`src/sv/vbsp_pkg.sv`:
```
// Shared types and constants for the vector beam slew and power ramp block.
`timescale 1ns / 1ps

package vbsp_pkg;

    // Fixed field widths
    localparam int TIME_WIDTH     = 16;
    localparam int SPEED_WIDTH    = 24;
    localparam int RATE_WIDTH     = 18;
    localparam int STEP_WIDTH     = 24;
    localparam int POWER_WIDTH    = 15;
    localparam int CFG_ADDR_WIDTH = 2;
    localparam int CFG_DATA_WIDTH = 24;

    // Configuration register indexes
    localparam logic [CFG_ADDR_WIDTH-1:0] CFG_SLEW_SPEED = 2'd0;
    localparam logic [CFG_ADDR_WIDTH-1:0] CFG_RAMP_UP    = 2'd1;
    localparam logic [CFG_ADDR_WIDTH-1:0] CFG_RAMP_DOWN  = 2'd2;

    // Sequencer states
    typedef enum logic [3:0] {
        ST_IDLE,
        ST_STEP,
        ST_SQX,
        ST_SQY,
        ST_SQS,
        ST_DELTA,
        ST_POWER,
        ST_ROOT,
        ST_DIVX,
        ST_WAITX,
        ST_DIVY,
        ST_WAITY,
        ST_DONE
    } vbsp_state_t;

    // Root/divide unit operation
    typedef enum logic {
        SD_SQRT,
        SD_DIV
    } vbsp_sd_mode_t;

    typedef struct packed {
        logic          start;
        vbsp_sd_mode_t mode;
    } vbsp_sd_req_t;

    typedef struct packed {
        logic busy;
        logic done;
    } vbsp_sd_sts_t;

endpackage

```
`src/sv/vbsp_sqdiv.sv`:
```
// Iterative square root / restoring divider sharing one subtractor.
`timescale 1ns / 1ps

module vbsp_sqdiv #(
    parameter int SQ_BITS  = 22,
    parameter int DIV_BITS = 21,
    parameter int DVW      = 24,
    parameter int NUM_W    = 45,
    parameter int RES_W    = 22
) (
    input  logic                   aclk,
    input  logic                   aresetn,
    input  vbsp_pkg::vbsp_sd_req_t req,
    input  logic [NUM_W-1:0]       operand,
    input  logic [DVW-1:0]         divisor,
    output vbsp_pkg::vbsp_sd_sts_t sts,
    output logic [RES_W-1:0]       result
);
    import vbsp_pkg::*;

    localparam int UW      = ((SQ_BITS + 3) > (DVW + 1)) ? (SQ_BITS + 3) : (DVW + 1);
    localparam int MAXIT   = (SQ_BITS > DIV_BITS) ? SQ_BITS : DIV_BITS;
    localparam int CNTW    = $clog2(MAXIT + 1);
    localparam int SQ_IN_W = 2 * SQ_BITS;

    logic                busy_reg, done_reg;
    vbsp_sd_mode_t       mode_reg;
    logic [CNTW-1:0]     cnt_reg;
    logic [UW-1:0]       rem_reg;
    logic [RES_W-1:0]    res_reg;
    logic [NUM_W-1:0]    num_reg;
    logic [DVW-1:0]      dvs_reg;

    logic [UW-1:0]       cand, trial, rem_step;
    logic [UW:0]         diff;
    logic                ge;
    logic [NUM_W-1:0]    num_step;

    // One digit per cycle: bring down bits, trial subtract, keep or restore
    always_comb begin
        if (mode_reg == SD_SQRT) begin
            cand     = {rem_reg[UW-3:0], num_reg[NUM_W-1 -: 2]};
            trial    = UW'({res_reg, 2'b01});
            num_step = num_reg << 2;
        end else begin
            cand     = {rem_reg[UW-2:0], num_reg[NUM_W-1]};
            trial    = UW'(dvs_reg);
            num_step = num_reg << 1;
        end
        diff     = {1'b0, cand} - {1'b0, trial};
        ge       = ~diff[UW];
        rem_step = ge ? diff[UW-1:0] : cand;
    end

    // Control
    always_ff @(posedge aclk) begin
        if (!aresetn) begin
            busy_reg <= 1'b0;
            done_reg <= 1'b0;
        end else begin
            done_reg <= 1'b0;
            if (req.start) begin
                busy_reg <= 1'b1;
            end else if (busy_reg && cnt_reg == CNTW'(1)) begin
                busy_reg <= 1'b0;
                done_reg <= 1'b1;
            end
        end
    end

    // Datapath
    always_ff @(posedge aclk) begin
        if (req.start) begin
            mode_reg <= req.mode;
            res_reg  <= '0;
            dvs_reg  <= divisor;
            if (req.mode == SD_SQRT) begin
                cnt_reg <= CNTW'(SQ_BITS);
                rem_reg <= '0;
                num_reg <= operand << (NUM_W - SQ_IN_W);
            end else begin
                cnt_reg <= CNTW'(DIV_BITS);
                rem_reg <= UW'(operand >> DIV_BITS);
                num_reg <= operand << (NUM_W - DIV_BITS);
            end
        end else if (busy_reg) begin
            cnt_reg <= cnt_reg - CNTW'(1);
            rem_reg <= rem_step;
            res_reg <= {res_reg[RES_W-2:0], ge};
            num_reg <= num_step;
        end
    end

    assign sts.busy = busy_reg;
    assign sts.done = done_reg;
    assign result   = res_reg;

endmodule

```
`src/sv/vector_beam_slew_and_power_ramp.sv`:
```
// Top level: beam slew toward target and beam power ramp, one result per tick.
`timescale 1ns / 1ps

// Usage:
//   Input stream (s_*): one transaction per tick. s_tdata carries target_x,
//   target_y and elapsed; s_tuser carries beam_on. Output stream (m_*): one
//   transaction per tick with the new beam position, power and moving flag.
//   Configuration: cfg_wr_en/cfg_addr/cfg_wr_data write slew_speed (0),
//   ramp_up_rate (1) and ramp_down_rate (2); write only while idle.
// Sequencing:
//   One tick at a time. A tick whose beam does not move, or snaps to the
//   target, is timed by the bit-pair square root of the shared root/divide
//   unit. A partial move adds two divisions of COORD_WIDTH+1 steps each.
//   s_tready is high only while the sequencer is idle.
// Reset:
//   aresetn (synchronous) clears the position, power, registers and m_tvalid.
// Stalls:
//   A finished result waits in the output register; the next tick is taken
//   meanwhile and its result waits in the sequencer until m_tready.
module vector_beam_slew_and_power_ramp #(
    parameter int COORD_WIDTH = 20,
    parameter int FRAC_BITS   = 8
) (
    input  logic                                aclk,
    input  logic                                aresetn,
    // tdata: target_x, target_y, elapsed (low to high), zero padded
    input  logic [((2*COORD_WIDTH+16+7)/8)*8-1:0] s_tdata,
    // tuser: beam_on
    input  logic                                s_tuser,
    input  logic                                s_tvalid,
    output logic                                s_tready,
    // tdata: beam_x, beam_y, power_level (low to high), zero padded
    output logic [((2*COORD_WIDTH+15+7)/8)*8-1:0] m_tdata,
    // tuser: moving
    output logic                                m_tuser,
    output logic                                m_tvalid,
    input  logic                                m_tready,
    input  logic                                cfg_wr_en,
    input  logic [vbsp_pkg::CFG_ADDR_WIDTH-1:0] cfg_addr,
    input  logic [vbsp_pkg::CFG_DATA_WIDTH-1:0] cfg_wr_data
);
    import vbsp_pkg::*;

    localparam int CW    = COORD_WIDTH;
    localparam int DW    = CW + 1;
    localparam int SW    = (DW > 31) ? 31 : DW;
    localparam int RTW   = SW + 1;
    localparam int D2W   = 2 * RTW;
    localparam int DSW   = RTW + 2;
    localparam int MA    = (DW > STEP_WIDTH) ? DW : STEP_WIDTH;
    localparam int MB    = (SW > STEP_WIDTH) ? SW : STEP_WIDTH;
    localparam int PRW   = MA + MB;
    localparam int NUMW  = (D2W > DW + STEP_WIDTH) ? D2W : (DW + STEP_WIDTH);
    localparam int RESW  = (RTW > DW) ? RTW : DW;
    localparam int PSW   = FRAC_BITS + 7;
    localparam int PPW   = ((PSW > RATE_WIDTH) ? PSW : RATE_WIDTH) + 1;
    localparam int OUT_W = 2 * CW + POWER_WIDTH;
    localparam int OUT_TW = ((OUT_W + 7) / 8) * 8;
    localparam logic [PSW-1:0] POWER_MAX = PSW'(100 << FRAC_BITS);
    localparam logic [63:0]    NEAR_SQ   = 64'(9) << (2 * FRAC_BITS);
    localparam logic [63:0]    SH_LIMIT  = 64'h8000_0000;

    vbsp_state_t state_reg, state_next;

    // Configuration
    logic [SPEED_WIDTH-1:0] speed_reg;
    logic [RATE_WIDTH-1:0]  up_reg, down_reg;

    // Beam state
    logic [CW-1:0]  pos_x_reg, pos_y_reg;
    logic [PSW-1:0] power_reg;

    // Per-tick working registers
    logic [CW-1:0]         tx_reg, ty_reg;
    logic                  on_reg;
    logic [TIME_WIDTH-1:0] el_reg;
    logic [DW-1:0]         ax_reg, ay_reg;
    logic                  negx_reg, negy_reg;
    logic [1:0]            sh_reg;
    logic [SW-1:0]         sx_reg, sy_reg;
    logic [STEP_WIDTH-1:0] step_reg;
    logic [D2W-1:0]        d2_reg;
    logic [2*STEP_WIDTH-1:0] ss_reg;
    logic [DSW-1:0]        dist_reg;
    logic [PRW-1:0]        prod_reg;
    logic                  moving_reg;

    // Output register
    logic [CW-1:0]          out_x_reg, out_y_reg;
    logic [POWER_WIDTH-1:0] out_pw_reg;
    logic                   out_mv_reg;
    logic                   m_tvalid_reg;

    // Sequencer outputs
    logic          s_accept;
    logic          mul_en;
    logic [MA-1:0] a_op;
    logic [MB-1:0] b_op;
    vbsp_sd_req_t  sd_req;
    vbsp_sd_sts_t  sd_sts;
    logic [NUMW-1:0] sd_operand;
    logic [RESW-1:0] sd_result;
    logic          out_load;

    // Accept-time differences
    logic [CW-1:0] in_tx, in_ty;
    logic [DW-1:0] dx, dy, ax, ay;
    logic [1:0]    sh;

    // Root decision
    logic [RTW-1:0] root;
    logic [DSW-1:0] dist_val;
    logic           moving_now, reach, snap;

    // Approach results
    logic [DW-1:0] quot, new_x, new_y;

    // Power update
    logic [RATE_WIDTH-1:0] delta;
    logic [PPW-1:0]        pw_sum, pw_diff;
    logic [PSW-1:0]        power_next;

    assign s_accept = s_tvalid && s_tready;

    // Unpack input and form the magnitude of the target offset
    always_comb begin
        in_tx = s_tdata[CW-1:0];
        in_ty = s_tdata[2*CW-1:CW];
        dx = {in_tx[CW-1], in_tx} - {pos_x_reg[CW-1], pos_x_reg};
        dy = {in_ty[CW-1], in_ty} - {pos_y_reg[CW-1], pos_y_reg};
        ax = dx[DW-1] ? (DW'(0) - dx) : dx;
        ay = dy[DW-1] ? (DW'(0) - dy) : dy;
        sh = 2'd0;
        for (int s = 0; s < 2; s++) begin
            if (64'(ax >> sh) >= SH_LIMIT || 64'(ay >> sh) >= SH_LIMIT) begin
                sh = sh + 2'd1;
            end
        end
    end

    // Shared root/divide unit
    vbsp_sqdiv #(
        .SQ_BITS  (RTW),
        .DIV_BITS (DW),
        .DVW      (DSW),
        .NUM_W    (NUMW),
        .RES_W    (RESW)
    ) u_sqdiv (
        .aclk     (aclk),
        .aresetn  (aresetn),
        .req      (sd_req),
        .operand  (sd_operand),
        .divisor  (dist_reg),
        .sts      (sd_sts),
        .result   (sd_result)
    );

    // Distance decisions once the root is known
    always_comb begin
        root = sd_result[RTW-1:0];
        dist_val = DSW'(root) << sh_reg;
        if (sh_reg == 2'd0) begin
            moving_now = 64'(d2_reg) >= NEAR_SQ;
            reach      = 64'(ss_reg) >= 64'(d2_reg);
        end else begin
            moving_now = 1'b1;
            reach      = 64'(step_reg) >= 64'(dist_val);
        end
        snap = reach || (dist_val == '0);
    end

    // Move each axis by the quotient toward the target
    always_comb begin
        quot  = sd_result[DW-1:0];
        new_x = negx_reg ? ({pos_x_reg[CW-1], pos_x_reg} - quot)
                         : ({pos_x_reg[CW-1], pos_x_reg} + quot);
        new_y = negy_reg ? ({pos_y_reg[CW-1], pos_y_reg} - quot)
                         : ({pos_y_reg[CW-1], pos_y_reg} + quot);
    end

    // Power ramp with saturation
    always_comb begin
        delta   = prod_reg[TIME_WIDTH +: RATE_WIDTH];
        pw_sum  = PPW'(power_reg) + PPW'(delta);
        pw_diff = PPW'(power_reg) - PPW'(delta);
        if (on_reg) begin
            power_next = (pw_sum > PPW'(POWER_MAX)) ? POWER_MAX : PSW'(pw_sum);
        end else begin
            power_next = (PPW'(delta) >= PPW'(power_reg)) ? '0 : PSW'(pw_diff);
        end
    end

    // Next state
    always_comb begin
        state_next = state_reg;
        unique case (state_reg)
            ST_IDLE:  if (s_accept) state_next = ST_STEP;
            ST_STEP:  state_next = ST_SQX;
            ST_SQX:   state_next = ST_SQY;
            ST_SQY:   state_next = ST_SQS;
            ST_SQS:   state_next = ST_DELTA;
            ST_DELTA: state_next = ST_POWER;
            ST_POWER: state_next = ST_ROOT;
            ST_ROOT: begin
                if (sd_sts.done) begin
                    state_next = (!moving_now || snap) ? ST_DONE : ST_DIVX;
                end
            end
            ST_DIVX:  state_next = ST_WAITX;
            ST_WAITX: if (sd_sts.done) state_next = ST_DIVY;
            ST_DIVY:  state_next = ST_WAITY;
            ST_WAITY: if (sd_sts.done) state_next = ST_DONE;
            ST_DONE:  if (out_load) state_next = ST_IDLE;
            default:  state_next = ST_IDLE;
        endcase
    end

    // Sequencer outputs: multiplier operands and unit requests
    always_comb begin
        s_tready     = 1'b0;
        mul_en       = 1'b0;
        a_op         = '0;
        b_op         = '0;
        sd_req.start = 1'b0;
        sd_req.mode  = SD_SQRT;
        sd_operand   = '0;
        out_load     = 1'b0;
        unique case (state_reg)
            ST_IDLE: s_tready = 1'b1;
            ST_STEP: begin
                mul_en = 1'b1;
                a_op   = MA'(speed_reg);
                b_op   = MB'(el_reg);
            end
            ST_SQX: begin
                mul_en = 1'b1;
                a_op   = MA'(sx_reg);
                b_op   = MB'(sx_reg);
            end
            ST_SQY: begin
                mul_en = 1'b1;
                a_op   = MA'(sy_reg);
                b_op   = MB'(sy_reg);
            end
            ST_SQS: begin
                mul_en = 1'b1;
                a_op   = MA'(step_reg);
                b_op   = MB'(step_reg);
            end
            ST_DELTA: begin
                mul_en       = 1'b1;
                a_op         = on_reg ? MA'(up_reg) : MA'(down_reg);
                b_op         = MB'(el_reg);
                sd_req.start = 1'b1;
                sd_req.mode  = SD_SQRT;
                sd_operand   = NUMW'(d2_reg);
            end
            ST_ROOT: begin
                mul_en = sd_sts.done;
                a_op   = MA'(ax_reg);
                b_op   = MB'(step_reg);
            end
            ST_DIVX: begin
                mul_en       = 1'b1;
                a_op         = MA'(ay_reg);
                b_op         = MB'(step_reg);
                sd_req.start = 1'b1;
                sd_req.mode  = SD_DIV;
                sd_operand   = NUMW'(prod_reg);
            end
            ST_DIVY: begin
                sd_req.start = 1'b1;
                sd_req.mode  = SD_DIV;
                sd_operand   = NUMW'(prod_reg);
            end
            ST_DONE: out_load = !m_tvalid_reg || m_tready;
            default: s_tready = 1'b0;
        endcase
    end

    // Control and beam state registers
    always_ff @(posedge aclk) begin
        if (!aresetn) begin
            state_reg    <= ST_IDLE;
            speed_reg    <= '0;
            up_reg       <= '0;
            down_reg     <= '0;
            pos_x_reg    <= '0;
            pos_y_reg    <= '0;
            power_reg    <= '0;
            m_tvalid_reg <= 1'b0;
        end else begin
            state_reg <= state_next;
            if (cfg_wr_en) begin
                unique case (cfg_addr)
                    CFG_SLEW_SPEED: speed_reg <= cfg_wr_data[SPEED_WIDTH-1:0];
                    CFG_RAMP_UP:    up_reg    <= cfg_wr_data[RATE_WIDTH-1:0];
                    CFG_RAMP_DOWN:  down_reg  <= cfg_wr_data[RATE_WIDTH-1:0];
                    default:        speed_reg <= speed_reg;
                endcase
            end
            if (state_reg == ST_POWER) begin
                power_reg <= power_next;
            end
            if (state_reg == ST_ROOT && sd_sts.done && moving_now && snap) begin
                pos_x_reg <= tx_reg;
                pos_y_reg <= ty_reg;
            end
            if (state_reg == ST_WAITX && sd_sts.done) begin
                pos_x_reg <= new_x[CW-1:0];
            end
            if (state_reg == ST_WAITY && sd_sts.done) begin
                pos_y_reg <= new_y[CW-1:0];
            end
            if (out_load) begin
                m_tvalid_reg <= 1'b1;
            end else if (m_tready) begin
                m_tvalid_reg <= 1'b0;
            end
        end
    end

    // Working and output payload registers
    always_ff @(posedge aclk) begin
        if (s_accept) begin
            tx_reg   <= in_tx;
            ty_reg   <= in_ty;
            on_reg   <= s_tuser;
            el_reg   <= s_tdata[2*CW +: TIME_WIDTH];
            ax_reg   <= ax;
            ay_reg   <= ay;
            negx_reg <= dx[DW-1];
            negy_reg <= dy[DW-1];
            sh_reg   <= sh;
            sx_reg   <= SW'(ax >> sh);
            sy_reg   <= SW'(ay >> sh);
        end
        if (mul_en) begin
            prod_reg <= PRW'(a_op) * PRW'(b_op);
        end
        if (state_reg == ST_SQX) begin
            step_reg <= prod_reg[TIME_WIDTH +: STEP_WIDTH];
        end
        if (state_reg == ST_SQY) begin
            d2_reg <= D2W'(prod_reg);
        end
        if (state_reg == ST_SQS) begin
            d2_reg <= d2_reg + D2W'(prod_reg);
        end
        if (state_reg == ST_DELTA) begin
            ss_reg <= prod_reg[2*STEP_WIDTH-1:0];
        end
        if (state_reg == ST_ROOT && sd_sts.done) begin
            dist_reg   <= dist_val;
            moving_reg <= moving_now;
        end
        if (out_load) begin
            out_x_reg  <= pos_x_reg;
            out_y_reg  <= pos_y_reg;
            out_pw_reg <= POWER_WIDTH'(power_reg);
            out_mv_reg <= moving_reg;
        end
    end

    assign m_tdata  = OUT_TW'({out_pw_reg, out_y_reg, out_x_reg});
    assign m_tuser  = out_mv_reg;
    assign m_tvalid = m_tvalid_reg;

    // Checks
    a_power_bound: assert property (@(posedge aclk) disable iff (!aresetn)
        power_reg <= POWER_MAX)
        else $error("beam power above full scale");

    a_unit_busy_state: assert property (@(posedge aclk) disable iff (!aresetn)
        sd_sts.busy |-> (state_reg == ST_POWER || state_reg == ST_ROOT ||
                         state_reg == ST_WAITX || state_reg == ST_WAITY))
        else $error("root/divide unit busy outside a wait state");

    a_still_holds: assert property (@(posedge aclk) disable iff (!aresetn)
        (state_reg == ST_ROOT && sd_sts.done && !moving_now)
        |=> ($stable(pos_x_reg) && $stable(pos_y_reg)))
        else $error("beam moved while inside the near zone");

    a_result_from_done: assert property (@(posedge aclk) disable iff (!aresetn)
        $rose(m_tvalid_reg) |-> $past(state_reg == ST_DONE))
        else $error("result raised outside the done state");

endmodule

```
`config.mk`:
```
export PLATFORM = sky130hd
export DESIGN_NAME = vector_beam_slew_and_power_ramp
export DESIGN_NICKNAME = d
export VERILOG_FILES = /design/src/sv/vbsp_pkg.sv /design/src/sv/vbsp_sqdiv.sv /design/src/sv/vector_beam_slew_and_power_ramp.sv
export SDC_FILE = /design/constraint.sdc
export NUM_CORES = 2
export LEC_CHECK = 0
export ABC_CLOCK_PERIOD_IN_PS = 15770
export BUFFER_PORTS_ARGS = -buffer_cell sky130_fd_sc_hd__buf_2
export CAP_MARGIN = 20
export CORE_UTILIZATION = 50
export CTS_CLUSTER_SIZE = 25
export DETAILED_ROUTE_END_ITERATION = 12
export PLACE_DENSITY = 0.65
export SKIP_LAST_GASP = 1
export SLEW_MARGIN = 20
export SYNTH_ARGS = -nofsm -noshare
export SYNTH_HDL_FRONTEND = slang
export SYNTH_SLANG_ARGS = --single-unit
```
`constraint.sdc`:
```
create_clock -name aclk -period 15.77 [get_ports aclk]
set_clock_uncertainty 0.1 [all_clocks]
set_input_delay 1.577 -clock aclk [delete_from_list [all_inputs] [get_ports aclk]]
set_output_delay 1.577 -clock aclk [all_outputs]
set_load 0.05 [all_outputs]
```
==> out/qor.csv <==
metric,value,unit
CP most frequent cell,fa_1,
CTS root buffer,clkbuf_16,
ranking of synthesized cells by area,"edfxtp_1 25%, fa_1 19%, ha_1 9.8%, inv_1 5.8%, dfxtp_1 5.5%",
Main synth FF type,edfxtp_1,
cts hold-fix bufs,0,
via count,40769,
"area leader, netlist",edfxtp_1,
drt drc,0,
Peak VDD IR,0.0887,mV
H-tree depth,2,
Max Cap Viol,0,
Sw Share,40.9,%
via/cell ratio,5.81,
Flop pwr share,33.8,%
Post-synth ARST share,0,%
post-route ant nets,0,
kind of start point of the critical path,flop,
"count leader, synth",inv_1,
"Seq/Total Area, Yosys",30.7,%
CP Class,flop to flop,
I/O pin total,147,
max-slew violation count,0,
Worst EP required,16.10,ns
Slew @ Worst Pin,1.04,ns
Routed WL,158000,µm
Setup TNS Final,0,ns
PwrDens,107,mW/mm²
dpl hpwl,120000,µm
minimum clock period,10.63,ns
P_int,3590,µW
Crit. End Element,flop,
Syn Area/Cell,9.45,µm²
FF-to-FF setup slack,5.14,ns
Post-synth EDFFs,440,
list of most frequent post-synthesis cells,"807 x inv_1, 704 x nand2_1, 490 x fa_1, 440 x edfxtp_1, 413 x nor2_1",
DR iter-0 viols,3729,
Die Y-Extent,326,µm
# setup viols final,0,
# rows,118,
crit-path max FO,49,
area of the die,0.106,mm²
Antenna diodes,0,
CP startpoint,state_reg[3],
Min-Delay Startpoint,dist_reg[1],
fin crit share,67.4,%
Initial Utilization,50.6,%
first-pass GRT wire length,241000,µm
f_max,94.1,MHz
CTS tree,done,
CTS max path bufs,3,
Max-slew headroom,29.0,%
Layout area overhead,7.92,%
# port buffers,145,
Total GRT Usage,29.7,%
worst reg2reg startpoint,state_reg[3],
GRT Residual Overflow,0,
first drt pass iteration count,8,
buffers and inverters on the worst path,5,
TritonCTS buffer count,60,
syn_nets,6545,
Synth warnings,0,
Final Hold Vio Count,0,
Gate Count Post-Synth,5555,
post-synth cell types,86,
Post-CTS Setup Bufs,0,
Net Sw Power,2480,µW
share of cells above drive strength 1,7.89,%
Routability Congestion,0.990,
"FF+latch count, synth",584,
Die W,326,µm
CP arrival,10.96,ns
CP peak stage delay,0.85,ns
# clock sinks,584,
placed instance area,0.0547,mm²
Top Family by Delay on Critical Path,adder cells,
Clk network pwr share,23.9,%
core area,0.104,mm²
Logic pwr share,42.3,%
vias in the first global route,40256,
clk slew on worst S/H paths,0.09,ns
P_leak,0.0248,µW
hold crit path type,flop to flop,
RSZ-0062 raised after global routing,false,
initial antenna violation count,1,
CP max stage cell,nand4_1,
largest net degree at the start of global routing,87,
per-cell routed wire length,22.6,µm
fin nets,6576,
share of the synthesized area in the top cell type,25.2,%
"Cell Area, Synth",0.0525,mm²
post-route cell area,0.0567,mm²
status,finished clean,
CTS-repair resized insts,0,
worst skew pair latency,0.67,ns
## per-layer routing
metal / share of wire, % / wire length, µm / global-route usage (%) / vias up
met5: 0 / 0 / 0 / -
met4: 4.6 / 7260 / 12.0 / 0
met3: 8.6 / 13600 / 5.91 / 366
met2: 44 / 70100 / 46.0 / 1700
met1: 43 / 67400 / 40.8 / 20031
li1: - / - / - / 18672
## worst reg2reg max path: cells and delay by family (launching register included)
family	cells	cell delay (ns)
fa+ha+maj	8	3.86
compound gates	10	2.37
simple gates	6	1.98
buf+inv	5	1.32
flops	1	0.72
xor+xnor	1	0.12
## power by group through the flow
| stage | clock (µW) | combinational, µW | sequential [µW] |
|---|---|---|---|
| 6_report | 1450 | 2570 | 2050 |
| 3_3_place_gp | 0 | 2490 | 2080 |
| 5_1_grt | 1530 | 2830 | 2060 |
| 4_1_cts | 1470 | 2550 | 2050 |
| 3_5_place_dp | 0 | 2530 | 2080 |
| 2_1_floorplan | 0 | 1810 | 1960 |
## logic make-up after synthesis
logic type	count (synthesis)	share of synthesized area [%]
AO/OA/AOI/OAI	1016	12.3
XOR/XNOR	263	4.40
adder cells (fa/ha/maj)	902	28.5
buffers and inverters	1066	7.67
flip-flops	584	30.7
multiplexers	161	3.21
other	1	0.00714
AND/OR/NAND/NOR	1562	13.2
## path summary, 6_finish.rpt
check             depth (start not counted)            endpoint
setup / recovery                         30        prod_reg[47]
hold / removal                            0  u_sqdiv.dvs_reg[1]
setup reg to reg                         30        prod_reg[47]
hold reg to reg                           0  u_sqdiv.dvs_reg[1]
## cell usage in the layout (no fill, tap or decap), drive strengths merged, types with 33 or more instances in the layout
cell type	Yosys	routed
a21oi	309	309
xor2	85	85
mux2i	101	101
and2	36	36
mux2	60	60
inv	809	814
buf	34	224
xnor2	178	178
nand4	42	42
clkbuf	221	79
o21ai	232	232
edfxtp	440	440
a22oi	80	80
a21o	91	91
nand3	81	81
nand2	704	704
fa	490	490
nand2b	58	58
a31oi	33	33
nor3	54	54
a211oi	37	37
nor2	413	413
dfxtp	144	144
nor2b	39	39
ha	412	412
## layout make-up
cell class	count	area (µm²)
Fill cell	9326	47100
Multi-Input combinational cell	3905	32500
Sequential cell	584	16100
Inverter	811	3050
Tap cell	1380	1730
Clock buffer	79	1680
Timing Repair Buffer	224	1320
Clock inverter	34	300
## per-stage QoR
step	power (µW)	util, %	hold WS, ns	std cells	setup WS (ns)
4_1_cts	6060	54.6	0.317	7017	5.24
3_5_place_dp	4610	52.7	0.305	6904	5.23
6_report	6070	54.6	0.317	7017	5.14
2_1_floorplan	3770	-	0.300	5555	6.30
3_3_place_gp	4570	52.7	0.301	6903	5.44
5_1_grt	6420	54.6	0.320	7017	4.70
No activity file was read; power rests on OpenSTA's default activity.
